File: src/lgmn_pkg.sv
package lgmn_pkg;

  localparam int GRID_DIM_DEF = 8;
  localparam int GRID_DIM_MIN = 3;
  localparam int GRID_DIM_MAX = 8;

  localparam logic [7:0] HOST_ADDR = 8'hFF;

  localparam logic REG_NODE_X = 1'b0;
  localparam logic REG_NODE_Y = 1'b1;

  localparam logic REQ_PACKET = 1'b0;
  localparam logic REQ_GENERATION = 1'b1;

  typedef logic [7:0] byte_t;

endpackage

File: src/lgmn_cell_unit.sv
module lgmn_cell_unit #(
  parameter int GRID_DIM = lgmn_pkg::GRID_DIM_DEF,
  localparam int CELLS = GRID_DIM * GRID_DIM,
  localparam int RC_W = $clog2(GRID_DIM)
) (
  input  logic [CELLS-1:0] cells_nz,
  input  logic             cur_one,
  input  logic [RC_W-1:0]  row,
  input  logic [RC_W-1:0]  col,
  output logic             next_alive
);

  logic       top_ok;
  logic       bot_ok;
  logic       lft_ok;
  logic       rgt_ok;
  logic [7:0] taps;
  logic [1:0] sum_a, sum_b, sum_c, sum_d;
  logic [2:0] sum_ab, sum_cd;
  logic [3:0] nb_count;

  assign top_ok = (row != '0);
  assign bot_ok = (row != RC_W'(GRID_DIM - 1));
  assign lft_ok = (col != '0);
  assign rgt_ok = (col != RC_W'(GRID_DIM - 1));

  assign taps[0] = top_ok && lft_ok && cells_nz[CELLS-GRID_DIM-1];
  assign taps[1] = top_ok && cells_nz[CELLS-GRID_DIM];
  assign taps[2] = top_ok && rgt_ok && cells_nz[CELLS-GRID_DIM+1];
  assign taps[3] = lft_ok && cells_nz[CELLS-1];
  assign taps[4] = rgt_ok && cells_nz[1];
  assign taps[5] = bot_ok && lft_ok && cells_nz[GRID_DIM-1];
  assign taps[6] = bot_ok && cells_nz[GRID_DIM];
  assign taps[7] = bot_ok && rgt_ok && cells_nz[GRID_DIM+1];

  assign sum_a = {1'b0, taps[0]} + {1'b0, taps[1]};
  assign sum_b = {1'b0, taps[2]} + {1'b0, taps[3]};
  assign sum_c = {1'b0, taps[4]} + {1'b0, taps[5]};
  assign sum_d = {1'b0, taps[6]} + {1'b0, taps[7]};
  assign sum_ab = {1'b0, sum_a} + {1'b0, sum_b};
  assign sum_cd = {1'b0, sum_c} + {1'b0, sum_d};
  assign nb_count = {1'b0, sum_ab} + {1'b0, sum_cd};

  always_comb begin
    if (cur_one) begin
      next_alive = (nb_count == 4'd2) || (nb_count == 4'd3);
    end else begin
      next_alive = (nb_count == 4'd3);
    end
  end

endmodule

File: src/life_grid_mesh_node.sv
// Channel  | Ports                                   | Handshake
// request  | in_req_type, in_pkt_*                   | start & !busy
// result   | out_dest_*, out_cell_*, out_last        | out_valid, one cycle, no stall
// config   | cfg_index, cfg_wdata                    | cfg_we
//
// A packet request is handled in the cycle it is accepted; a forwarded packet appears the next cycle.
// A generation request walks the grid one cell per cycle through the shared
// neighbor unit with busy high, then the grid is replaced.
// At node (0,0) each cell's new value leaves in the cycle after it is computed.
// Synchronous active-low reset clears the grid, coordinates and sequencer.
// The receiver cannot stall; results are never held.
module life_grid_mesh_node #(
  parameter int GRID_DIM = lgmn_pkg::GRID_DIM_DEF
) (
  input  logic       clk,
  input  logic       rst_n,
  input  logic       start,
  output logic       busy,
  input  logic       in_req_type,
  input  logic [7:0] in_pkt_dest_x,
  input  logic [7:0] in_pkt_dest_y,
  input  logic [7:0] in_pkt_cell_value,
  input  logic [7:0] in_pkt_cell_index,
  output logic       out_valid,
  output logic [7:0] out_dest_x,
  output logic [7:0] out_dest_y,
  output logic [7:0] out_cell_value,
  output logic [7:0] out_cell_index,
  output logic       out_last,
  input  logic       cfg_we,
  input  logic       cfg_index,
  input  logic [7:0] cfg_wdata
);

  localparam int CELLS = GRID_DIM * GRID_DIM;
  localparam int CIDX_W = $clog2(CELLS);
  localparam int RC_W = $clog2(GRID_DIM);

  localparam logic ST_IDLE = 1'b0;
  localparam logic ST_GEN = 1'b1;

  logic                 state_r, state_nxt;
  lgmn_pkg::byte_t      node_x_r, node_y_r;
  logic [CELLS-1:0]     grid_nz_r, grid_nz_nxt;
  logic [CELLS-1:0]     grid_one_r, grid_one_nxt;
  logic [CELLS-1:0]     next_r, next_nxt;
  logic [CIDX_W-1:0]    idx_r, idx_nxt;
  logic [RC_W-1:0]      row_r, row_nxt;
  logic [RC_W-1:0]      col_r, col_nxt;
  logic                 to_host_r, to_host_nxt;
  logic                 out_valid_r, out_valid_nxt;
  lgmn_pkg::byte_t      out_dx_r, out_dx_nxt;
  lgmn_pkg::byte_t      out_dy_r, out_dy_nxt;
  lgmn_pkg::byte_t      out_val_r, out_val_nxt;
  lgmn_pkg::byte_t      out_idx_r, out_idx_nxt;
  logic                 out_last_r, out_last_nxt;

  logic accept;
  logic pkt_empty;
  logic pkt_mine;
  logic last_cell;
  logic cell_next;

  lgmn_cell_unit #(.GRID_DIM(GRID_DIM)) u_cell (
    .cells_nz  (grid_nz_r),
    .cur_one   (grid_one_r[0]),
    .row       (row_r),
    .col       (col_r),
    .next_alive(cell_next)
  );

  assign busy = (state_r == ST_GEN);
  assign accept = start && !busy;
  assign pkt_empty = (in_pkt_dest_x == 8'd0) && (in_pkt_dest_y == 8'd0) &&
                     (in_pkt_cell_value == 8'd0) && (in_pkt_cell_index == 8'd0);
  assign pkt_mine = (in_pkt_dest_x == node_x_r) && (in_pkt_dest_y == node_y_r);
  assign last_cell = (idx_r == CIDX_W'(CELLS - 1));

  always_comb begin
    state_nxt = state_r;
    grid_nz_nxt = grid_nz_r;
    grid_one_nxt = grid_one_r;
    next_nxt = next_r;
    idx_nxt = idx_r;
    row_nxt = row_r;
    col_nxt = col_r;
    to_host_nxt = to_host_r;
    out_valid_nxt = 1'b0;
    out_dx_nxt = out_dx_r;
    out_dy_nxt = out_dy_r;
    out_val_nxt = out_val_r;
    out_idx_nxt = out_idx_r;
    out_last_nxt = out_last_r;
    case (state_r)
      ST_IDLE: begin
        if (accept) begin
          if (in_req_type == lgmn_pkg::REQ_GENERATION) begin
            state_nxt = ST_GEN;
            idx_nxt = '0;
            row_nxt = '0;
            col_nxt = '0;
            to_host_nxt = (node_x_r == 8'd0) && (node_y_r == 8'd0);
          end else if (!pkt_empty) begin
            if (pkt_mine) begin
              if (in_pkt_cell_index < 8'(CELLS)) begin
                grid_nz_nxt[in_pkt_cell_index[CIDX_W-1:0]] = (in_pkt_cell_value != 8'd0);
                grid_one_nxt[in_pkt_cell_index[CIDX_W-1:0]] = (in_pkt_cell_value == 8'd1);
              end
            end else begin
              out_valid_nxt = 1'b1;
              out_dx_nxt = in_pkt_dest_x;
              out_dy_nxt = in_pkt_dest_y;
              out_val_nxt = in_pkt_cell_value;
              out_idx_nxt = in_pkt_cell_index;
              out_last_nxt = 1'b1;
            end
          end
        end
      end
      ST_GEN: begin
        // rotate the grid so the current cell stays at bit 0
        grid_nz_nxt = {grid_nz_r[0], grid_nz_r[CELLS-1:1]};
        grid_one_nxt = {grid_one_r[0], grid_one_r[CELLS-1:1]};
        next_nxt = {cell_next, next_r[CELLS-1:1]};
        out_valid_nxt = to_host_r;
        out_dx_nxt = lgmn_pkg::HOST_ADDR;
        out_dy_nxt = lgmn_pkg::HOST_ADDR;
        out_val_nxt = {7'd0, cell_next};
        out_idx_nxt = 8'(idx_r);
        out_last_nxt = last_cell;
        idx_nxt = idx_r + 1'b1;
        if (col_r == RC_W'(GRID_DIM - 1)) begin
          col_nxt = '0;
          row_nxt = row_r + 1'b1;
        end else begin
          col_nxt = col_r + 1'b1;
        end
        if (last_cell) begin
          // commit the whole generation at once
          grid_nz_nxt = next_nxt;
          grid_one_nxt = next_nxt;
          state_nxt = ST_IDLE;
        end
      end
      default: begin
        state_nxt = ST_IDLE;
      end
    endcase
  end

  always_ff @(posedge clk) begin
    if (!rst_n) begin
      state_r <= ST_IDLE;
      node_x_r <= 8'd0;
      node_y_r <= 8'd0;
      grid_nz_r <= '0;
      grid_one_r <= '0;
      idx_r <= '0;
      row_r <= '0;
      col_r <= '0;
      to_host_r <= 1'b0;
      out_valid_r <= 1'b0;
    end else begin
      state_r <= state_nxt;
      grid_nz_r <= grid_nz_nxt;
      grid_one_r <= grid_one_nxt;
      idx_r <= idx_nxt;
      row_r <= row_nxt;
      col_r <= col_nxt;
      to_host_r <= to_host_nxt;
      out_valid_r <= out_valid_nxt;
      if (cfg_we && (cfg_index == lgmn_pkg::REG_NODE_X)) begin
        node_x_r <= cfg_wdata;
      end
      if (cfg_we && (cfg_index == lgmn_pkg::REG_NODE_Y)) begin
        node_y_r <= cfg_wdata;
      end
    end
  end

  always_ff @(posedge clk) begin
    next_r <= next_nxt;
    out_dx_r <= out_dx_nxt;
    out_dy_r <= out_dy_nxt;
    out_val_r <= out_val_nxt;
    out_idx_r <= out_idx_nxt;
    out_last_r <= out_last_nxt;
  end

  assign out_valid = out_valid_r;
  assign out_dest_x = out_dx_r;
  assign out_dest_y = out_dy_r;
  assign out_cell_value = out_val_r;
  assign out_cell_index = out_idx_r;
  assign out_last = out_last_r;

  a_gen_busy: assert property (@(posedge clk) disable iff (!rst_n)
    (accept && (in_req_type == lgmn_pkg::REQ_GENERATION)) |=> busy)
    else $error("generation request did not raise busy");

  a_host_stream: assert property (@(posedge clk) disable iff (!rst_n)
    (busy && to_host_r) |=> out_valid)
    else $error("missing host result during generation");

  a_no_gap: assert property (@(posedge clk) disable iff (!rst_n)
    (out_valid && !out_last) |=> out_valid)
    else $error("gap in generation result stream");

  a_end_idle: assert property (@(posedge clk) disable iff (!rst_n)
    (busy && last_cell) |=> !busy)
    else $error("sequencer did not finish after last cell");

endmodule
File: config.mk
export PLATFORM = sky130hd
export DESIGN_NAME = life_grid_mesh_node
export DESIGN_NICKNAME = d
export VERILOG_FILES = /design/src/lgmn_pkg.sv /design/src/lgmn_cell_unit.sv /design/src/life_grid_mesh_node.sv
export SDC_FILE = /design/constraint.sdc
export NUM_CORES = 1
export LEC_CHECK = 0
export CAP_MARGIN = 30
export CORE_ASPECT_RATIO = 0.5
export CORE_UTILIZATION = 35
export DETAILED_ROUTE_END_ITERATION = 10
export DONT_BUFFER_PORTS = 1
export PLACE_DENSITY_LB_ADDON = 0.08
export SLEW_MARGIN = 0
export SYNTH_ARGS = -nofsm -noshare
export SYNTH_HDL_FRONTEND = slang
export SYNTH_SLANG_ARGS = --single-unit
export TNS_END_PERCENT = 10
File: constraint.sdc
create_clock -name clk -period 11.65 [get_ports clk]
set_clock_uncertainty 0.2 [all_clocks]
set_input_delay 2.33 -clock clk [delete_from_list [all_inputs] [get_ports clk]]
set_output_delay 2.33 -clock clk [all_outputs]
set_load 0.05 [all_outputs]
After elaboration in Yosys (flattened, before gate mapping)
Index checks and enable logic that the tools add are counted.
- word-level logic and storage cells: 147
- flip-flop bits (word level): 256
- output and inout port bits: 35
- bits of input ports: 46
- eq/ne operators: 17
- $add $sub $neg: 10
- reductions and logical operators: 37
- muxes and demuxes: 62
- bitwise operators: 2
- order comparisons: 3
- operators with widths (kind ; number):
    64-bit 2-to-1 mux ; 12
    64-bit one-hot mux with 2 select lines ; 2
    64-bit bitwise mux ; 2
    8-bit 2-to-1 mux ; 16
    8-bit one-hot mux with 2 select lines ; 4
    8-bit zero test ; 6
    1-bit logical AND ; 21
    8-bit equality test ; 2
    2-bit != test (second input constant) ; 7
    1-bit 2-to-1 mux ; 13
    3-bit 2-to-1 mux ; 4
    6-bit 2-to-1 mux ; 2
    3-bit one-hot mux with 2 select lines ; 2
    6-bit one-hot mux with 2 select lines ; 1
    1-bit by 1-bit adder with 2-bit output ; 4
    4-bit by 2-bit equality test with 1-bit output (second input constant) ; 2
    8-bit by 1-bit equality test with 1-bit output (second input constant) ; 1
    8-bit by 7-bit < comparator with 1-bit output (second input constant) ; 1
    8-bit nonzero test ; 1
    6-bit by 7-bit < comparator with 1-bit output (second input constant) ; 1
    2-bit by 2-bit adder with 3-bit output ; 2
    3-bit by 1-bit adder with 3-bit output (second input constant) ; 2
    6-bit by 1-bit adder with 6-bit output (second input constant) ; 1
    1-bit demux with 6-bit select ; 1
    15 further kinds ; 21

Longest topological paths before layout
Gate-level depths: netlist of the first run.
- depth in word-level cells: 11
- mapped depth: 14
- mapped depth without buffers: 14

Modules after synthesis
A second synthesis of the first run with hierarchy kept.
- cells, all modules: 1445
- area, all modules: 13454.2 µm²
- modules (own cells, without submodules) (module ; area an instance (µm²) ; cells each ; seq. area each (µm²) ; times used):
    life_grid_mesh_node ; 13221.4 ; 1418 ; 6065.8 ; 1
    lgmn_cell_unit ; 232.7 ; 27 ; 0.0 ; 1

Worst setup path before layout of the first run
OpenSTA, ideal clock, no wires.
- kind: in2reg
- start point: input in_pkt_dest_y[6]
- end point: register out_idx_r[0] (netlist: out_cell_index[0]), enable pin
- arrival time: 5519 ps
- slack: 5458 ps
- library setup time: 473 ps
- path buffers: 2
- stages on the path: 6
- required time: 10977 ps
- path through: xor2_1 > nor4_1 > and4_1 > buf_2 > buf_2 > o31ai_1
- longest elaborated chain between the ends: 6
- elaborated cells on any way between the ends: 9
- those cells by class: eq/ne: 3; reduce/logical: 6
- ends and longest elaborated chain (element ; line ; text):
    from (decl) ; life_grid_mesh_node.sv:21 ; input logic [7:0] in_pkt_dest_y,
    8-bit zero test ; life_grid_mesh_node.sv:74 ; assign pkt_empty = (in_pkt_dest_x == 8'd0) && (in_pkt_dest_y == 8'd0) &&
    1-bit logical AND (2 in series) ; life_grid_mesh_node.sv:74 ;
    1-bit logical AND ; life_grid_mesh_node.sv:75 ; (in_pkt_cell_value == 8'd0) && (in_pkt_cell_index == 8'd0);
    2-bit != test (no line) ; n/a ;
    4-bit AND reduction (no line) (*) ; n/a ;
    to (signal assigned) ; life_grid_mesh_node.sv:186 ; out_idx_r <= out_idx_nxt;
    to (decl) ; life_grid_mesh_node.sv:55 ; lgmn_pkg::byte_t out_idx_r, out_idx_nxt;
Mark *: on every way between the ends. The rest lies on a longest branch, timed or not.
A chain may end at the register's enable or synchronous reset.

Worst setup path after layout of the first run
- start point: input in_pkt_cell_value[1]
- end point: register out_val_r[0] (netlist: out_cell_value[0]), enable pin
- longest elaborated chain between the ends: 5
- ends and longest elaborated chain (element ; line ; text):
    from (decl) ; life_grid_mesh_node.sv:22 ; input logic [7:0] in_pkt_cell_value,
    8-bit zero test ; life_grid_mesh_node.sv:75 ;
    1-bit logical AND ; life_grid_mesh_node.sv:74 ;
    1-bit logical AND ; life_grid_mesh_node.sv:75 ;
    2-bit != test (no line) ; n/a ;
    4-bit AND reduction (no line) ; n/a ;
    to (signal assigned) ; life_grid_mesh_node.sv:185 ; out_val_r <= out_val_nxt;
    to (decl) ; life_grid_mesh_node.sv:54 ; lgmn_pkg::byte_t out_val_r, out_val_nxt;
No other way between the ends.

==> impl_metrics.py, run 1 <==
metrics = {
    "finish": {
        "final_area_um2": 13900,
        "fill_cells": 3467,
        "area_growth_pct": 10.2,
        "n_antenna_cell": 0,
        "drive_gt1_share_pct": 9.00,
        "fin_nets": 1273,
    },
    "cts": {
        "holdBufCountCts": 0,
        "post_cts_buffers": 0,
        "clk_pin_slew_ps": 60,
        "clock_latency_ps": 550,
        "cts-buffers-inserted": 27,
        "clock-sinks": 255,
        "cts-resized-gates": 0,
        "clock_path_buffers": 3,
        "cts_tree": "built",
        "cts_root_buf": "clkbuf_16",
        "htreeDepth": 1,
    },
    "detailed_routing": {
        "vias_per_cell": 6.24,
        "route.detailed.drc": 0,
        "vias": 10700,
        "drt_wl_total_mm": 42.8,
        "ant_nets": 0,
        "wl_per_cell_um": 25.1,
        "drt_pass1_iterations": 6,
        "drt_iter0_drc": 1239,
    },
    "power_and_ir_drop": {
        "leakagePower_nw": 4.51,
        "p_per_area_nw_per_um2": 149,
        "peakVddDrop_uv": 92.5,
    },
    "logic_synthesis": {
        "async_flop_share_pct": 0,
        "syn_avg_cell_area_um2": 9.87,
        "synthCells": 1277,
        "synthTopCellsByArea": "dfxtp_1 25%, edfxtp_1 23%, a311oi_1 6.9%",
        "synthesis.area_um2": 12600,
        "yosysUniqueCellTypes": 52,
        "ys_dominant_reg_cell": "dfxtp_1",
        "yosysTopAreaCellShare_pct": 25.3,
        "yosysWarnings": 0,
        "synth_sequential_area_ratio_pct": 48.1,
        "synth.most_common_cell": "nand2_1",
        "synth_commonest_cells": "160 x nand2_1, 159 x dfxtp_1, 100 x a311oi_1",
        "yosys.area.top_type": "dfxtp_1",
        "synth-seq-cells": 255,
        "synth_nets": 1337,
        "synth_edf_count": 96,
    },
    "setup_path": {
        "worst_ep_arrival_time_ps": 4560,
        "max_stage_delay_ps": 800,
        "reg2reg_to": "grid_nz_r[63]",
        "cp_data_required_time_ps": 11700,
        "cp-start-kind": "input pin",
        "path_cells": "nor4_4, nand4_1, nor4_1, o31ai_4, buf_4",
        "reg2reg_slack_ps": 7260,
        "slowest_stage": "nor4_4",
        "cp-end-kind": "flop",
        "regToRegStartpoint": "row_r[0]",
        "reg2regPathDepth": 14,
        "cp_max_fo": 27,
        "criticalPathCategory": "in2reg",
    },
    "die": {
        "die_h_um": 136,
        "std_cell_rows": 48,
        "start_util_pct": 36.1,
        "core_um2": 35000,
        "fp.dieW_um": 270,
        "io_pins": 81,
        "die_area_um2": 36800,
    },
    "timing": {
        "tightest_slew_ps": 1040,
        "fmax_mhz": 222,
        "relSlewSlack_pct": 30.2,
        "finalCritPeriodShare_pct": 38.7,
        "fin_crit_ps": 4500,
        "final_hold_viol_count": 0,
        "drv_slew": 0,
        "fin_ws_ps": 7150,
        "rsz0062_at_grt": "no",
        "finalSetupTns_ps": 0,
        "setup_viol": 0,
    },
    "placement": {
        "routabilityCongestion": 0.882,
        "placed_area_um2": 13000,
        "place_ws_ps": 6580,
        "numPortBuffers": 0,
        "hpwlAfterDp_mm": 25.7,
    },
    "job": {
        "maxCapViolations": 0,
    },
    "global_route": {
        "antenna_found_initial": 0,
        "grt.total_usage_pct": 22.8,
        "grt_pass1_wl_mm": 64.4,
        "grt-ovfl-total": 0,
        "grt_max_degree": 146,
        "grt_pass1_vias": 10200,
    },
    "outcome": {
        "status": "complete, no violations",
    },
    "min_path": {
        "hold_end": "next_r[7]",
        "min-delay-start": "next_r[8]",
        "whs_path_depth": 0,
        "min_path_type": "reg2reg",
    },
}
==> worst max-delay path: cells and delay by family <==
kind,cells,cell delay (ps)
buf+inv,1,310
compound gates,1,240
simple gates,3,1660
==> routing by layer <==
| layer | track usage [%] | vias up | part of all wire [%] |
|---|---|---|---|
| li1 | - | 4816 | - |
| met1 | 31.5 | 5309 | 45 |
| met2 | 36.0 | 448 | 45 |
| met3 | 4.54 | 79 | 7.5 |
| met4 | 7.09 | 0 | 3.0 |
| met5 | 0 | - | 0 |
==> layout make-up <==
class / count / area (um2) / share of cell area (%)
multi-input combinational: 892 / 6080 / 43.8
sequential: 255 / 6070 / 43.7
clock buffer: 35 / 716 / 5.15
tap: 475 / 594 / 4.28
timing repair buffer: 26 / 211 / 1.52
clock inverter: 14 / 170 / 1.23
inverter: 11 / 41.3 / 0.297
==> per-stage QoR <==
stage / hold WS [ps] / power (mW) / util, % / std cells
final: 252 / 2.07 / 39.7 / 1708
after global routing: 260 / 2.15 / 39.7 / 1708
after CTS: 254 / 2.09 / 39.7 / 1708
after detailed placement: 238 / 1.20 / 37.2 / 1659
after global placement: 233 / 1.20 / 37.0 / 1654
after floorplan: 226 / 1.15 / - / 1277
==> worst max-delay path by stage <==
| stage | from | to | slack, ps | cells past startpoint |
|---|---|---|---|---|
| 6_report | in_pkt_cell_value[1] | out_cell_value[0] | 7150 | 5 |
| 2_1_floorplan | in_pkt_dest_y[6] | out_cell_index[0] | 5460 | 6 |
| 3_3_place_gp | in_pkt_cell_value[1] | out_cell_value[2] | 6570 | 5 |
| 5_1_grt | in_pkt_cell_value[1] | out_cell_value[0] | 7020 | 5 |
| 4_1_cts | in_pkt_cell_value[1] | out_dest_y[7] | 7140 | 5 |
| 3_5_place_dp | in_pkt_cell_value[1] | out_cell_value[1] | 6580 | 5 |
==> power breakdown <==
| part | switching (mW) | total [mW] | internal (mW) |
|---|---|---|---|
| Sequential | 0.0594 | 1.03 | 0.967 |
| Combinational | 0.103 | 0.156 | 0.0531 |
| Clock | 0.366 | 0.887 | 0.521 |
| Total | 0.528 | 2.07 | 1.54 |
==> registers in the layout, indices dropped and copies added, names as in the netlist <==
register and flops:
busy 1, col_r 3, grid_nz_r 64, grid_one_r 64, idx_r 6, next_r 63
node_x_r 8, node_y_r 8, out_cell_index 8, out_cell_value 8, out_dest_x 8, out_dest_y 8
out_last 1, out_valid 1, row_r 3, to_host_r 1
==> cell usage in the layout (no fill, tap or decap), types with 5 or more instances in the layout <==
cell type    n
nor2b_1     12
nand2_1    160
xor2_1      16
a21o_1       7
edfxtp_1    96
nor3_1      38
a211oi_1     8
a21oi_1     28
mux2_2       6
clkbuf_16   27
o21ai_0     57
or3_1        5
ha_1        10
nand3b_1     8
dfxtp_1    158
clkinv_1     5
a22o_1      31
clkbuf_1     7
a31oi_1     36
nor3b_1      6
or2_2       19
nor4_1      13
a211oi_2     6
a222oi_1    41
inv_1       10
a22oi_1     59
buf_4       21
nand2b_1    46
nand3_1     17
mux2i_1     72
a311oi_1   100
nor2_1      51
==> cells by family (layout without fill, tap and decap cells) <==
kind of cell	count (synthesis)	in the layout	synth area share (%)
xor gates and xnor gates	16	16	1.11
AOI/OAI and AO/OA	384	384	23.2
and+or+nand+nor	400	400	15.6
adders and majority gates	14	14	1.63
muxes	78	78	6.25
buffers and inverters	130	86	4.09
DFF	255	255	48.1
No activity file was read; power rests on OpenSTA's default activity.
==> inputs of run 2 (changes only) <==
clock period = 4.02 ns   (was 11.65 ns; I/O delays follow)
==> impl_metrics.py, run 2 (synthesis gave the netlist of run 1 again) <==
metrics = {
    "cts": {
        "cts_root_buf": "clkbuf_16",
        "clock_latency_ps": 550,
        "htreeDepth": 1,
        "clock-sinks": 255,
        "clock_path_buffers": 3,
        "holdBufCountCts": 0,
        "clk_pin_slew_ps": 70,
        "cts-buffers-inserted": 26,
        "cts_tree": "built",
    },
    "die": {
        "io_pins": 81,
        "fp.dieW_um": 270,
        "core_um2": 35000,
        "die_h_um": 136,
        "start_util_pct": 36.1,
        "die_area_um2": 36800,
        "std_cell_rows": 48,
    },
    "finish": {
        "layout_common_cells": "159 x nand2_1, 155 x dfxtp_1, 100 x a311oi_1",
        "top_regs": "grid_nz_r (64), grid_one_r (64), next_r (63)",
        "multi_input_area_um2": 6100,
        "n_antenna_cell": 0,
        "register_area_um2": 6070,
        "area_growth_pct": 11.5,
        "drive_gt1_share_pct": 11.3,
        "fill_cells": 3435,
        "layout_commonest_cell": "nand2_1",
        "fin_nets": 1293,
        "final_core_util_pct": 40.2,
        "final_area_um2": 14000,
    },
    "detailed_routing": {
        "drt_wl_total_mm": 42.7,
        "wl_per_cell_um": 24.7,
        "vias_per_cell": 6.22,
        "drt_pass1_iterations": 6,
        "route.detailed.drc": 0,
        "vias": 10800,
        "drt_iter0_drc": 1262,
        "ant_nets": 0,
    },
    "placement": {
        "numPortBuffers": 0,
        "place_ws_ps": -139,
        "routabilityCongestion": 0.803,
        "hpwlAfterDp_mm": 25.5,
        "placed_area_um2": 13200,
    },
    "min_path": {
        "min_path_type": "in2reg",
        "whs_path_depth": 2,
    },
    "setup_path": {
        "worst_ep_arrival_time_ps": 4100,
        "cp-start-kind": "flop",
        "criticalPathCategory": "reg2reg",
        "reg2regPathDepth": 14,
        "cp-end-kind": "flop",
        "cp_max_fo": 3,
        "cp_data_required_time_ps": 4250,
    },
    "global_route": {
        "grt-ovfl-total": 0,
        "antenna_found_initial": 1,
        "grt_pass1_wl_mm": 64.3,
        "grt_max_degree": 146,
        "grt.total_usage_pct": 22.7,
        "grt_pass1_vias": 10400,
    },
    "outcome": {
        "status": "complete, no violations",
    },
    "timing": {
        "final_hold_viol_count": 0,
        "fmax_mhz": 258,
        "hold_ws_ps": 192,
        "finalCritPeriodShare_pct": 96.2,
        "relSlewSlack_pct": 34.5,
        "setup_viol": 0,
        "fin_crit_ps": 3870,
        "tightest_slew_ps": 982,
        "fin_ws_ps": 151,
        "finalSetupTns_ps": 0,
        "drv_slew": 0,
    },
    "power_and_ir_drop": {
        "peakVddDrop_uv": 289,
        "leakagePower_nw": 4.59,
        "p_per_area_nw_per_um2": 415,
    },
    "job": {
        "maxCapViolations": 0,
    },
}
==> run 2: changes by cell type in the layout (fill, tap and decap cells not counted), moves of 2 or more <==
| cell | change |
|---|---|
| dfxtp_2 | +3 |
| buf_12 | +6 |
| bufinv_16 | -4 |
| dfxtp_1 | -3 |
| buf_4 | +18 |
| clkbuf_8 | +2 |
==> run 2: through the flow <==
stage / std cells / power (mW)
finish: 1728 / 5.83
global route: 1728 / 6.04
CTS: 1726 / 5.88
detailed placement: 1677 / 3.49
global placement: 1674 / 3.48
floorplan: 1277 / 3.35
==> run 2: critical path, cell delays in order, from the launching register on <==
cell and delay (ps):
dfxtp_2 320, inv_1 40, ha_1 180, nand2b_1 150
nand3_2 110, fa_1 500, fa_1 520, inv_2 40
fa_1 500, ha_2 200, fa_2 450, o21ai_2 80
a21oi_2 50, and2_4 140, o311a_1 280
==> run 2: report_power, final <==
part / switching (mW) / internal [mW] / total, mW / leakage, nW
Sequential: 0.176 / 2.80 / 2.98 / 2.19
Combinational: 0.298 / 0.169 / 0.467 / 1.99
Clock: 1.06 / 1.32 / 2.39 / 0.405
Total: 1.53 / 4.30 / 5.83 / 4.59
==> run 2: layer usage <==
| metal | wire (um) | vias to the layer above | track usage [%] |
|---|---|---|---|
| li1 | - | 4858 | - |
| met1 | 19600 | 5330 | 31.8 |
| met2 | 18400 | 474 | 35.3 |
| met3 | 3280 | 89 | 3.96 |
| met4 | 1320 | 0 | 7.63 |
| met5 | 0 | - | 0 |
==> run 2: final timing paths <==
check	startpoint	end	slack, ps
worst min-delay path	cfg_wdata[6]	node_x_r[6]	190
worst max-delay path	col_r[0]	grid_nz_r[63]	150
worst max register to register	col_r[0]	grid_nz_r[63]	150
worst min register to register	next_r[9]	next_r[8]	250
==> run 2: area by class of cell <==
| type | count | area share (%) |
|---|---|---|
| clock buffers | 38 | 5.47 |
| flip-flops and latches | 255 | 43.2 |
| multi-input cells | 892 | 43.4 |
| well taps | 475 | 4.23 |
| clock inverters | 10 | 0.347 |
| inverters | 11 | 0.294 |
| repair buffers | 47 | 3.01 |
==> run 2: repair_timing <==
item | in CTS | in global routing
resized for setup | 5 | 8
buffers inserted | 1 | 2
cloned | 0 | 0
setup endpoints to repair | 4 | 4
pin swaps | 4 | 8
==> inputs of run 3 (changes only) <==
CORE_UTILIZATION = 25   (was 35)
MAX_ROUTING_LAYER = met4   (was default)
SLEW_MARGIN = 20   (was 0)
==> impl_metrics.py, run 3 (synthesis gave the netlist of run 1 again) <==
metrics = {
    "setup_path": {
        "criticalPathCategory": "reg2reg",
        "slowest_stage": "fa_1",
        "cp_data_required_time_ps": 4340,
        "timing.critical_path.mode_cell": "fa_1",
        "cp-start-kind": "flop",
        "cp-end-kind": "flop",
        "path_cells": "inv_1, ha_1, nand2b_1, nand3_2, fa_1, fa_1, inv_1, fa_1, ha_2, fa_2, or2_4, a21oi_2, and2_4, o311a_1",
        "reg2regPathDepth": 14,
        "cp_max_fo": 3,
        "worst_ep_arrival_time_ps": 4190,
        "max_stage_delay_ps": 510,
    },
    "timing": {
        "setup_viol": 0,
        "finalCritPeriodShare_pct": 96.4,
        "drv_slew": 0,
        "relSlewSlack_pct": 32.0,
        "fmax_mhz": 258,
        "tightest_slew_ps": 1020,
        "hold_ws_ps": 173,
        "fin_ws_ps": 144,
        "final_hold_viol_count": 0,
        "finalSetupTns_ps": 0,
        "fin_crit_ps": 3880,
    },
    "cts": {
        "cts_tree": "built",
        "clock_latency_ps": 570,
        "clk_pin_slew_ps": 60,
        "holdBufCountCts": 0,
        "htreeDepth": 1,
        "cts-buffers-inserted": 28,
        "clock-sinks": 255,
        "clock_path_buffers": 3,
        "cts_root_buf": "clkbuf_16",
    },
    "finish": {
        "final_area_um2": 14400,
        "register_area_um2": 6070,
        "layout_common_cells": "159 x nand2_1, 155 x dfxtp_1, 100 x a311oi_1",
        "layout_commonest_cell": "nand2_1",
        "top_regs": "grid_nz_r (64), grid_one_r (64), next_r (63)",
        "area_growth_pct": 14.5,
        "fill_cells": 5081,
        "stdcell_count": 1912,
        "final_core_util_pct": 29.4,
        "drive_gt1_share_pct": 12.0,
        "fin_nets": 1298,
        "multi_input_area_um2": 6120,
    },
    "global_route": {
        "grt_max_degree": 146,
        "grt-ovfl-total": 0,
        "grt.total_usage_pct": 18.2,
        "antenna_found_initial": 1,
        "grt_pass1_vias": 10700,
        "grt_pass1_wl_mm": 70.0,
    },
    "detailed_routing": {
        "vias_per_cell": 5.58,
        "route.detailed.drc": 0,
        "vias": 10700,
        "wl_per_cell_um": 24.2,
        "drt_wl_total_mm": 46.2,
        "ant_nets": 0,
        "drt_iter0_drc": 1009,
        "drt_pass1_iterations": 8,
    },
    "placement": {
        "dp.cells": 1855,
        "routabilityCongestion": 0.786,
        "placed_area_um2": 13500,
        "place_ws_ps": -121,
        "numPortBuffers": 0,
        "hpwlAfterDp_mm": 28.8,
    },
    "power_and_ir_drop": {
        "power.total_mw": 6.03,
        "leakagePower_nw": 4.65,
        "p_per_area_nw_per_um2": 418,
        "peakVddDrop_uv": 289,
    },
    "die": {
        "io_pins": 81,
        "core_um2": 49100,
        "die_area_um2": 51400,
        "fp.dieW_um": 320,
        "die_h_um": 161,
        "std_cell_rows": 57,
        "start_util_pct": 25.6,
    },
    "min_path": {
        "whs_path_depth": 2,
        "min_path_type": "in2reg",
    },
    "job": {
        "maxCapViolations": 0,
    },
    "outcome": {
        "status": "complete, no violations",
    },
}
-- run 3: timing repair --
action                                  4_1_cts  5_1_grt
setup buffers                                 0        1
endpoints found under the setup margin        3        4
gates resized for setup                       5        8
endpoints found under the hold margin         0        0
pin swaps                                     3        7
-- run 3: routing by layer --
layer	GRT usage, %	up-vias	wire length, um
met5	-	-	0
met4	4.17	0	828
li1	-	4871	-
met2	27.8	370	20400
met3	2.75	63	2680
met1	25.2	5358	22300
-- run 3: final cells by class --
| class | instances | area share, % |
|---|---|---|
| sequential | 255 | 42.1 |
| inverter | 11 | 0.286 |
| antenna | 3 | 0.0520 |
| multi-input combinational | 892 | 42.4 |
| timing repair buffer | 50 | 3.38 |
| tap | 649 | 5.63 |
| clock buffer | 42 | 5.57 |
| clock inverter | 10 | 0.607 |
-- run 3: path summary, 6_finish.rpt --
kind	startpoint	slack, ps	endpoint
worst max-delay path	col_r[0]	140	grid_nz_r[63]
worst min-delay path	cfg_wdata[7]	170	node_x_r[7]
worst max register to register	col_r[0]	140	grid_nz_r[63]
worst min register to register	next_r[9]	250	next_r[8]
-- run 3: where the power goes --
group          total [mW]  internal (mW)  leakage (nW)  switching [mW]
registers            2.97           2.80          2.19           0.168
logic               0.489          0.174          2.02           0.315
clock network        2.57           1.44         0.438            1.13
-- run 3: critical path, delay by kind of cell, from the launching register on --
family / cells / cell delay, ps
fa+ha+maj: 6 / 2230
simple gates: 4 / 670
flops: 1 / 330
compound gates: 2 / 310
buf+inv: 2 / 90
